`src/hdl/pmve_pkg.sv`:
```
// Shared types and constants for the pixel-to-millimetre velocity estimator.
// Used by the controller, the datapath and the top level; no dependencies.
`timescale 1ns / 1ps

package pmve_pkg;

   // Configuration register indexes
   localparam int CSR_IDX_W = 3;
   localparam logic [CSR_IDX_W-1:0] CSR_COEF_XX  = 3'd0;
   localparam logic [CSR_IDX_W-1:0] CSR_COEF_XY  = 3'd1;
   localparam logic [CSR_IDX_W-1:0] CSR_COEF_YX  = 3'd2;
   localparam logic [CSR_IDX_W-1:0] CSR_COEF_YY  = 3'd3;
   localparam logic [CSR_IDX_W-1:0] CSR_OFFSET_X = 3'd4;
   localparam logic [CSR_IDX_W-1:0] CSR_OFFSET_Y = 3'd5;
   localparam int NUM_CSR = 6;

   // Reset values of the affine transform (Q16.16)
   localparam logic signed [31:0] COEF_ONE  = 32'sd65536;
   localparam logic signed [31:0] COEF_ZERO = 32'sd0;

   // Velocity scaling and divider geometry
   localparam logic [19:0] US_PER_S  = 20'd1000000;
   localparam int NUM_W     = 53;             // 33-bit magnitude times 20-bit scale
   localparam int DIV_STEPS = 31;             // quotient bits below the overflow bound
   localparam int CNT_W     = $clog2(DIV_STEPS);

   localparam logic signed [31:0] VAL_MAX = 32'sh7FFF_FFFF;
   localparam logic signed [31:0] VAL_MIN = 32'sh8000_0000;

   // Controller to datapath commands
   typedef struct packed {
      logic load;       // latch an accepted item
      logic mul_px;     // multiply coefficients by pixel x
      logic mul_py;     // multiply coefficients by pixel y
      logic sum;        // add products and offset, saturate
      logic diff;       // position and time differences
      logic scale;      // magnitude times microseconds per second
      logic div_init;   // overflow check and divider setup
      logic div_step;   // one restoring division step
      logic finish;     // load result register and update track state
   } pmve_cmd_type;

   // Datapath to controller status
   typedef struct packed {
      logic sample_valid;
      logic zero_dt;
      logic out_free;
   } pmve_sts_type;

endpackage

```
`src/hdl/pmve_ctrl.sv`:
```
// Sequencer for the velocity estimator: walks one item through multiply,
// sum, difference, scale and divide steps. Depends on pmve_pkg.
`timescale 1ns / 1ps

module pmve_ctrl import pmve_pkg::*; (
   input  logic         clock,
   input  logic         reset,
   input  logic         req_tvalid,
   output logic         req_tready,
   input  pmve_sts_type sts,
   output pmve_cmd_type cmd
);

   localparam logic [3:0] S_IDLE  = 4'd0;
   localparam logic [3:0] S_MULX  = 4'd1;
   localparam logic [3:0] S_MULY  = 4'd2;
   localparam logic [3:0] S_SUM   = 4'd3;
   localparam logic [3:0] S_DIFF  = 4'd4;
   localparam logic [3:0] S_SCALE = 4'd5;
   localparam logic [3:0] S_DINIT = 4'd6;
   localparam logic [3:0] S_DIV   = 4'd7;
   localparam logic [3:0] S_OUT   = 4'd8;

   logic [3:0]       state_ff, state_in;
   logic [CNT_W-1:0] cnt_ff, cnt_in;

   // Next state and step counter
   always_comb begin
      state_in = state_ff;
      cnt_in   = cnt_ff;
      case (state_ff)
         S_IDLE:  if (req_tvalid) state_in = S_MULX;
         S_MULX:  state_in = sts.sample_valid ? S_MULY : S_OUT;
         S_MULY:  state_in = S_SUM;
         S_SUM:   state_in = S_DIFF;
         S_DIFF:  state_in = S_SCALE;
         S_SCALE: state_in = S_DINIT;
         S_DINIT: begin
            cnt_in   = '0;
            state_in = sts.zero_dt ? S_OUT : S_DIV;
         end
         S_DIV: begin
            cnt_in = cnt_ff + 1'b1;
            if (cnt_ff == CNT_W'(DIV_STEPS - 1)) state_in = S_OUT;
         end
         S_OUT:   if (sts.out_free) state_in = S_IDLE;
         default: state_in = S_IDLE;
      endcase
   end

   always_ff @(posedge clock) begin
      if (reset) begin
         state_ff <= S_IDLE;
         cnt_ff   <= '0;
      end else begin
         state_ff <= state_in;
         cnt_ff   <= cnt_in;
      end
   end

   // Decode commands from the state
   assign req_tready = (state_ff == S_IDLE);

   always_comb begin
      cmd          = '0;
      cmd.load     = (state_ff == S_IDLE) && req_tvalid;
      cmd.mul_px   = (state_ff == S_MULX);
      cmd.mul_py   = (state_ff == S_MULY);
      cmd.sum      = (state_ff == S_SUM);
      cmd.diff     = (state_ff == S_DIFF);
      cmd.scale    = (state_ff == S_SCALE);
      cmd.div_init = (state_ff == S_DINIT);
      cmd.div_step = (state_ff == S_DIV);
      cmd.finish   = (state_ff == S_OUT) && sts.out_free;
   end

endmodule

```
`src/hdl/pmve_dp.sv`:
```
// Datapath of the velocity estimator: configuration registers, affine
// transform, track state, two divider lanes and the result register.
// Depends on pmve_pkg; driven by pmve_ctrl commands.
`timescale 1ns / 1ps

module pmve_dp import pmve_pkg::*; #(
   parameter int PIXEL_BITS = 12
) (
   input  logic                  clock,
   input  logic                  reset,
   input  pmve_cmd_type          cmd,
   output pmve_sts_type          sts,
   input  logic                  in_valid,
   input  logic [PIXEL_BITS-1:0] in_px,
   input  logic [PIXEL_BITS-1:0] in_py,
   input  logic [31:0]           in_stamp,
   input  logic                  csr_write,
   input  logic [CSR_IDX_W-1:0]  csr_index,
   input  logic [31:0]           csr_data,
   output logic                  rsp_tvalid,
   input  logic                  rsp_tready,
   output logic [127:0]          rsp_tdata,
   output logic [1:0]            rsp_tuser
);

   localparam int PW = PIXEL_BITS + 33;   // product width
   localparam int SW = PW + 2;            // sum of two products and offset

   logic signed [31:0] cfg_ff [NUM_CSR];

   logic                  valid_ff;
   logic [PIXEL_BITS-1:0] px_ff, py_ff;
   logic [31:0]           stamp_ff;

   logic signed [31:0] last_ff [2];
   logic [31:0]        last_time_ff;

   logic signed [PW-1:0] prod_px_ff [2];
   logic signed [PW-1:0] prod_py_ff [2];
   logic signed [31:0]   pos_ff [2];
   logic [32:0]          mag_ff [2];
   logic                 neg_ff [2];
   logic [NUM_W-1:0]     num_ff [2];
   logic [32:0]          rem_ff [2];
   logic [DIV_STEPS-1:0] quo_ff [2];
   logic                 ovf_ff [2];
   logic [31:0]          dt_ff;
   logic                 zero_ff;

   logic                 rsp_tvalid_ff;
   logic [127:0]         rsp_tdata_ff;
   logic [1:0]           rsp_tuser_ff;

   logic signed [31:0]   vel [2];
   logic                 out_free;

   // Write configuration registers; indexes past the list are dropped
   always_ff @(posedge clock) begin
      if (reset) begin
         cfg_ff[CSR_COEF_XX]  <= COEF_ONE;
         cfg_ff[CSR_COEF_XY]  <= COEF_ZERO;
         cfg_ff[CSR_COEF_YX]  <= COEF_ZERO;
         cfg_ff[CSR_COEF_YY]  <= COEF_ONE;
         cfg_ff[CSR_OFFSET_X] <= COEF_ZERO;
         cfg_ff[CSR_OFFSET_Y] <= COEF_ZERO;
      end else if (csr_write && (csr_index < CSR_IDX_W'(NUM_CSR))) begin
         cfg_ff[csr_index] <= csr_data;
      end
   end

   // Latch the accepted item
   always_ff @(posedge clock) begin
      if (reset) begin
         valid_ff <= 1'b0;
      end else if (cmd.load) begin
         valid_ff <= in_valid;
      end
   end

   always_ff @(posedge clock) begin
      if (cmd.load) begin
         px_ff    <= in_px;
         py_ff    <= in_py;
         stamp_ff <= in_stamp;
      end
   end

   // Time difference, wrapping modulo 2^32
   always_ff @(posedge clock) begin
      if (cmd.diff) begin
         dt_ff   <= stamp_ff - last_time_ff;
         zero_ff <= (stamp_ff == last_time_ff);
      end
   end

   // Per-axis lanes: lane 0 is x, lane 1 is y
   for (genvar l = 0; l < 2; l++) begin : g_lane
      logic signed [31:0]           coef_px, coef_py, offset, coef_sel;
      logic signed [PIXEL_BITS:0]   pix_sel;
      logic signed [PW-1:0]         prod;
      logic signed [SW-1:0]         sum;
      logic signed [32:0]           delta;
      logic [NUM_W-1:0]             num;
      logic [32:0]                  rem_sh, rem_sub;
      logic                         take;

      assign coef_px = (l == 0) ? cfg_ff[CSR_COEF_XX]  : cfg_ff[CSR_COEF_YX];
      assign coef_py = (l == 0) ? cfg_ff[CSR_COEF_XY]  : cfg_ff[CSR_COEF_YY];
      assign offset  = (l == 0) ? cfg_ff[CSR_OFFSET_X] : cfg_ff[CSR_OFFSET_Y];

      // One multiplier per lane, used for the x then the y pixel term
      assign coef_sel = cmd.mul_py ? coef_py : coef_px;
      assign pix_sel  = cmd.mul_py ? $signed({1'b0, py_ff}) : $signed({1'b0, px_ff});
      assign prod     = PW'(coef_sel) * PW'(pix_sel);

      always_ff @(posedge clock) begin
         if (cmd.mul_px) prod_px_ff[l] <= prod;
         if (cmd.mul_py) prod_py_ff[l] <= prod;
      end

      // Add both terms and the offset, saturate to 32 bits
      assign sum = SW'(prod_px_ff[l]) + SW'(prod_py_ff[l]) + SW'(offset);

      always_ff @(posedge clock) begin
         if (cmd.sum) begin
            if (sum > SW'(VAL_MAX))      pos_ff[l] <= VAL_MAX;
            else if (sum < SW'(VAL_MIN)) pos_ff[l] <= VAL_MIN;
            else                         pos_ff[l] <= 32'(sum);
         end
      end

      // Sign and magnitude of the position change
      assign delta = 33'(pos_ff[l]) - 33'(last_ff[l]);

      always_ff @(posedge clock) begin
         if (cmd.diff) begin
            neg_ff[l] <= delta[32];
            mag_ff[l] <= delta[32] ? 33'(-delta) : 33'(delta);
         end
      end

      // Scale to per-second units
      assign num = NUM_W'(mag_ff[l]) * NUM_W'(US_PER_S);

      always_ff @(posedge clock) begin
         if (cmd.scale) num_ff[l] <= num;
      end

      // Restoring division: quotient at or above 2^31 saturates, so only
      // the low 31 quotient bits are developed
      assign rem_sh  = {rem_ff[l][31:0], quo_ff[l][DIV_STEPS-1]};
      assign take    = (rem_sh >= {1'b0, dt_ff});
      assign rem_sub = rem_sh - {1'b0, dt_ff};

      always_ff @(posedge clock) begin
         if (cmd.div_init) begin
            ovf_ff[l] <= (32'(num_ff[l][NUM_W-1:DIV_STEPS]) >= dt_ff);
            rem_ff[l] <= 33'(num_ff[l][NUM_W-1:DIV_STEPS]);
            quo_ff[l] <= num_ff[l][DIV_STEPS-1:0];
         end else if (cmd.div_step) begin
            rem_ff[l] <= take ? rem_sub : rem_sh;
            quo_ff[l] <= {quo_ff[l][DIV_STEPS-2:0], take};
         end
      end

      // Final velocity with sign and saturation
      always_comb begin
         if (zero_ff)     vel[l] = '0;
         else if (ovf_ff[l]) vel[l] = neg_ff[l] ? VAL_MIN : VAL_MAX;
         else if (neg_ff[l]) vel[l] = -$signed({1'b0, quo_ff[l]});
         else             vel[l] = $signed({1'b0, quo_ff[l]});
      end

      // Track state moves only on a valid detection
      always_ff @(posedge clock) begin
         if (reset) begin
            last_ff[l] <= '0;
         end else if (cmd.finish && valid_ff) begin
            last_ff[l] <= pos_ff[l];
         end
      end
   end

   always_ff @(posedge clock) begin
      if (reset) begin
         last_time_ff <= '0;
      end else if (cmd.finish && valid_ff) begin
         last_time_ff <= stamp_ff;
      end
   end

   // Result register, parted from the input side
   assign out_free = !rsp_tvalid_ff || rsp_tready;

   always_ff @(posedge clock) begin
      if (reset) begin
         rsp_tvalid_ff <= 1'b0;
      end else if (cmd.finish) begin
         rsp_tvalid_ff <= 1'b1;
      end else if (rsp_tready) begin
         rsp_tvalid_ff <= 1'b0;
      end
   end

   always_ff @(posedge clock) begin
      if (cmd.finish) begin
         if (valid_ff) begin
            rsp_tdata_ff <= {vel[1], vel[0], pos_ff[1], pos_ff[0]};
            rsp_tuser_ff <= {zero_ff, 1'b1};
         end else begin
            rsp_tdata_ff <= '0;
            rsp_tuser_ff <= '0;
         end
      end
   end

   assign rsp_tvalid = rsp_tvalid_ff;
   assign rsp_tdata  = rsp_tdata_ff;
   assign rsp_tuser  = rsp_tuser_ff;

   assign sts.sample_valid = valid_ff;
   assign sts.zero_dt      = zero_ff;
   assign sts.out_free     = out_free;

   // A result never overwrites one still waiting
   a_no_overwrite: assert property (@(posedge clock) disable iff (reset)
      cmd.finish |-> out_free)
      else $error("result register loaded while occupied");

   // An invalid detection carries an all-zero payload
   a_invalid_zero: assert property (@(posedge clock) disable iff (reset)
      (rsp_tvalid_ff && !rsp_tuser_ff[0]) |-> (rsp_tdata_ff == '0 && !rsp_tuser_ff[1]))
      else $error("invalid result with nonzero payload");

   // A zero interval forces both velocities to zero
   a_zero_interval: assert property (@(posedge clock) disable iff (reset)
      (rsp_tvalid_ff && rsp_tuser_ff[1]) |-> (rsp_tdata_ff[127:64] == '0))
      else $error("zero interval with nonzero velocity");

   // Divider remainder stays below the divisor unless the lane saturates
   a_rem_bound: assert property (@(posedge clock) disable iff (reset)
      $past(cmd.div_step) |->
         ((ovf_ff[0] || rem_ff[0] < {1'b0, dt_ff}) &&
          (ovf_ff[1] || rem_ff[1] < {1'b0, dt_ff})))
      else $error("divider remainder out of range");

endmodule

```
`src/hdl/pixel_to_mm_velocity_estimator.sv`:
```
// Top level of the pixel-to-millimetre position and velocity estimator.
// Instantiates pmve_ctrl and pmve_dp; uses pmve_pkg.
`timescale 1ns / 1ps

// Maps each camera detection to table millimetres with a programmable
// affine transform (Q16.16) and reports position plus finite-difference
// velocity against the previous valid detection, in mm/s Q16.16, truncated
// and saturated to 32 bits. One result is returned per item. Items are
// processed one at a time: a valid detection with a nonzero time step
// passes through the 31-step restoring divider (x and y run side by side),
// a zero time step skips the divider and an invalid detection skips all of
// the arithmetic. The result sits in an output register, so the next item
// is accepted while it waits. Program the coefficients only while no item
// is in flight.
module pixel_to_mm_velocity_estimator import pmve_pkg::*; #(
   parameter int PIXEL_BITS = 12
) (
   input  logic                 clock,
   input  logic                 reset,
   // request channel
   input  logic                 req_tvalid,
   output logic                 req_tready,
   // pixel_x, pixel_y, stamp_us, zero fill
   input  logic [((2*PIXEL_BITS+32+7)/8)*8-1:0] req_tdata,
   // sample_valid
   input  logic [0:0]           req_tuser,
   // response channel
   output logic                 rsp_tvalid,
   input  logic                 rsp_tready,
   // position_x, position_y, velocity_x, velocity_y
   output logic [127:0]         rsp_tdata,
   // out_valid, zero_interval
   output logic [1:0]           rsp_tuser,
   // configuration write channel
   input  logic                 csr_valid,
   output logic                 csr_ready,
   input  logic [CSR_IDX_W-1:0] csr_index,
   input  logic [31:0]          csr_data
);

   pmve_cmd_type cmd;
   pmve_sts_type sts;

   // Registers always take a write
   assign csr_ready = 1'b1;

   pmve_ctrl u_ctrl (
      .clock      (clock),
      .reset      (reset),
      .req_tvalid (req_tvalid),
      .req_tready (req_tready),
      .sts        (sts),
      .cmd        (cmd)
   );

   pmve_dp #(
      .PIXEL_BITS (PIXEL_BITS)
   ) u_dp (
      .clock      (clock),
      .reset      (reset),
      .cmd        (cmd),
      .sts        (sts),
      .in_valid   (req_tuser[0]),
      .in_px      (req_tdata[PIXEL_BITS-1:0]),
      .in_py      (req_tdata[2*PIXEL_BITS-1:PIXEL_BITS]),
      .in_stamp   (req_tdata[2*PIXEL_BITS+31:2*PIXEL_BITS]),
      .csr_write  (csr_valid),
      .csr_index  (csr_index),
      .csr_data   (csr_data),
      .rsp_tvalid (rsp_tvalid),
      .rsp_tready (rsp_tready),
      .rsp_tdata  (rsp_tdata),
      .rsp_tuser  (rsp_tuser)
   );

endmodule

```
`config.mk`:
```
export PLATFORM = sky130hd
export DESIGN_NAME = pixel_to_mm_velocity_estimator
export DESIGN_NICKNAME = d
export VERILOG_FILES = /design/src/hdl/pmve_pkg.sv /design/src/hdl/pmve_ctrl.sv /design/src/hdl/pmve_dp.sv /design/src/hdl/pixel_to_mm_velocity_estimator.sv
export SDC_FILE = /design/constraint.sdc
export NUM_CORES = 2
export LEC_CHECK = 0
export BUFFER_PORTS_ARGS = -buffer_cell sky130_fd_sc_hd__buf_4
export CAP_MARGIN = 20
export CELL_PAD_IN_SITES_DETAIL_PLACEMENT = 0
export CELL_PAD_IN_SITES_GLOBAL_PLACEMENT = 1
export CORE_MARGIN = 1.5
export CORE_UTILIZATION = 45
export CTS_CLUSTER_DIAMETER = 200
export DETAILED_ROUTE_END_ITERATION = 6
export PLACE_DENSITY = 0.75
export REMOVE_ABC_BUFFERS = 1
export SKIP_CTS_REPAIR_TIMING = 1
export SLEW_MARGIN = 15
export SYNTH_ARGS = -nofsm -noshare
export SYNTH_HDL_FRONTEND = slang
export SYNTH_SLANG_ARGS = --single-unit
```
`constraint.sdc`:
```
create_clock -name clock -period 12.2 [get_ports clock]
set_input_delay 1.22 -clock clock [delete_from_list [all_inputs] [get_ports clock]]
set_output_delay 1.22 -clock clock [all_outputs]
set_load 0.05 [all_outputs]
```
==> results.sh <==
export IMPL_core_area_um2=214000
export IMPL_io_pins=230
export IMPL_layout_nets=11744
export IMPL_vias=68083
export IMPL_yosysUniqueCellTypes=103
export IMPL_cts_max_level=3
export IMPL_ir_drop_uv=366
export IMPL_utilization_pct=49.5
export IMPL_drive_above_1_share_pct=6.77
export IMPL_cp_arrival_ps=10130
export IMPL_syn_inst=9634
export IMPL_crit_path_top_delay_cell="mux2i_4"
export IMPL_setup_viol=0
export IMPL_gp_congestion=0.904
export IMPL_wl_per_cell_um=19.8
export IMPL_cp_start_kind="register"
export IMPL_synth_edf_count=1009
export IMPL_crit_type="register to register"
export IMPL_synth_top_area_share_pct=31.3
export IMPL_die_w_um=467
export IMPL_rsz0062_at_grt="no"
export IMPL_rows=170
export IMPL_period_share_pct=78.9
export IMPL_synthTopCellsByArea="edfxtp_1 (31%), fa_1 (22%), ha_1 (10%)"
export IMPL_ys_ff_latch=1052
export IMPL_hold_class="register to register"
export IMPL_first_iter_violations=4303
export IMPL_synth_main_ff_cell="edfxtp_1"
export IMPL_finalHoldViolations=0
export IMPL_worst_pin_slew_ps=1110
export IMPL_post_route_drc_count=0
export IMPL_drt_first_pass_iters=5
export IMPL_yosys_warnings=0
export IMPL_cts_sinks=1052
export IMPL_cp_max_fo=59
export IMPL_cts_root_buf="clkbuf_16"
export IMPL_grt_pass1_vias=69611
export IMPL_dp_hpwl_mm=199
export IMPL_slew_headroom_pct=23.8
export IMPL_final_area_um2=106000
export IMPL_area_growth_pct=9.49
export IMPL_drv_cap=0
export IMPL_die_area_um2=218000
export IMPL_crit_top_cell="fa_1"
export IMPL_routed_wirelength_mm=252
export IMPL_cts_tree="built"
export IMPL_skew_ps=64.5
export IMPL_netlist_top_cells_count="inv_1 (1634), fa_1 (1053), edfxtp_1 (1009)"
export IMPL_yosysTopAreaCell="edfxtp_1"
export IMPL_finalPower_w=0.0271
export IMPL_clk_path_buf_depth=3
export IMPL_synthesis_area_um2=96900
export IMPL_portBuffers=228
export IMPL_grt_pass1_wl_mm=393
export IMPL_die_height_um=467
export IMPL_seq_area_frac_synth_pct=32.1
export IMPL_max_freq_mhz=104
export IMPL_grt_start_max_net_pins=92
export IMPL_cp_slowest_stage_delay_ps=840
export IMPL_track_usage_pct=23.1
export IMPL_outcome="complete, no violations"
export IMPL_cts_buffers=121
export IMPL_slew_violations=0
export IMPL_fin_crit_ps=9630
export IMPL_leakagePower_nw=46.9
export IMPL_synth_most_common_cell="inv_1"
export IMPL_cp_end_kind="register"
export IMPL_place_ws_ps=2660
export IMPL_start_util_pct=45.2
export IMPL_grt_ovfl_total=0
export IMPL_synth_area_per_cell_um2=10.1
export IMPL_async_flop_share_pct=0
export IMPL_insertion_delay_ps=820
export IMPL_worst_slack_ps=2570
export IMPL_antenna_found_initial=13
export IMPL_dpl_cell_area_um2=102000
export IMPL_ant_nets=0
export IMPL_cp_required_ps=12700
export IMPL_tns_ps=0
export IMPL_path_clk_slew_ps=60
export IMPL_pwr_density_cell_nw_per_um2=256
export IMPL_viasPerCell=5.35
==> cells by family (layout without fill, tap and decap cells) <==
family | after synthesis | after routing | share of synthesized area [%]
other cells | 1 | 6 | 0.00387
compound gates | 1491 | 1491 | 9.75
buf+inv | 1902 | 2156 | 7.40
xor+xnor | 465 | 465 | 4.20
mux | 188 | 188 | 2.04
simple gates | 2673 | 2673 | 12.3
flops | 1052 | 1052 | 32.1
fa+ha+maj | 1862 | 1862 | 32.2
==> power breakdown <==
group / switching (W) / internal [W]
Sequential: 0.000137 / 0.00567
Combinational: 0.0106 / 0.00687
Clock: 0.00161 / 0.00223
Total: 0.0124 / 0.0148
==> placed cells by master, fill, tap and decap left out, drive strengths merged, types with 15 or more instances in the layout <==
cell type  instances
inv             1644
fa              1053
edfxtp          1009
nand2            985
nor2             933
ha               809
a21oi            475
o21ai            354
xnor2            327
buf              294
a21o             185
and2             154
clkbuf           147
xor2             138
mux2i            115
nand3            102
nor3              90
nand2b            86
mux2              73
nor2b             64
o21a              62
nand4             52
a31oi             51
o21bai            50
a211oi            48
and3              46
clkinv            45
dfxtp             43
o31ai             35
or3               34
or2               26
nor4              25
or4               25
o211ai            24
bufinv            17
a221oi            17
a21boi            16
o22a              15
a31o              15
==> routing by layer <==
| metal | wire (µm) | up-vias | GRT usage, % |
|---|---|---|---|
| li1 | - | 32153 | - |
| met1 | 104000 | 33879 | 29.0 |
| met2 | 125000 | 1571 | 40.4 |
| met3 | 11000 | 464 | 2.68 |
| met4 | 11800 | 16 | 9.70 |
| met5 | 103 | - | 0 |
==> worst paths after layout <==
check / from / slack [ps] / depth (start not counted) / to
max: u_ctrl.state_ff[1] / 2570 / 28 / u_dp.prod_py_ff[0][86]
min reg2reg: u_dp.last_time_ff[7] / 450 / 2 / u_dp.last_time_ff[7]
min: u_dp.last_time_ff[7] / 450 / 2 / u_dp.last_time_ff[7]
max reg2reg: u_ctrl.state_ff[1] / 2570 / 28 / u_dp.prod_py_ff[0][86]
==> cell type report <==
cell class,count,area (µm²)
antenna,5,12.5
clock buffer,147,3180
clock inverter,79,1030
fill,19920,108000
inverter,1636,6150
multi-input combinational,6680,58800
sequential,1052,31200
tap,2838,3550
timing repair buffer,294,2280
==> stage by stage <==
step,hold WS [ps],instances
after floorplan,430,9368
after global placement,442,12497
after global routing,468,12727
after detailed placement,446,12497
final,454,12731
after CTS,455,12723
==> sequential cells by signal (all words and copies together), names as in the netlist, 4 cells and up <==
| name | count |
|---|---|
| u_dp.cfg_ff | 192 |
| u_dp.rsp_tdata | 128 |
| u_dp.num_ff | 94 |
| u_dp.prod_px_ff | 90 |
| u_dp.prod_py_ff | 90 |
| u_dp.mag_ff | 66 |
| u_dp.last_ff | 64 |
| u_dp.pos_ff | 64 |
| u_dp.rem_ff | 64 |
| u_dp.quo_ff | 62 |
| u_dp.dt_ff | 32 |
| u_dp.last_time_ff | 32 |
| u_dp.stamp_ff | 32 |
| u_dp.px_ff | 12 |
| u_dp.py_ff | 12 |
| u_ctrl.cnt_ff | 5 |
| u_ctrl.state_ff | 4 |
==> worst max-delay path: cells and delay by family (launching register included) <==
kind                     cells  cell delay [ps]
XOR/XNOR                     1               90
AO/OA/AOI/OAI               10             3420
buffers and inverters        6             1240
flip-flops                   1              470
adder cells (fa/ha/maj)      6             2630
multiplexers                 1              840
AND/OR/NAND/NOR              4              580
(Power assumes the default switching activity.)
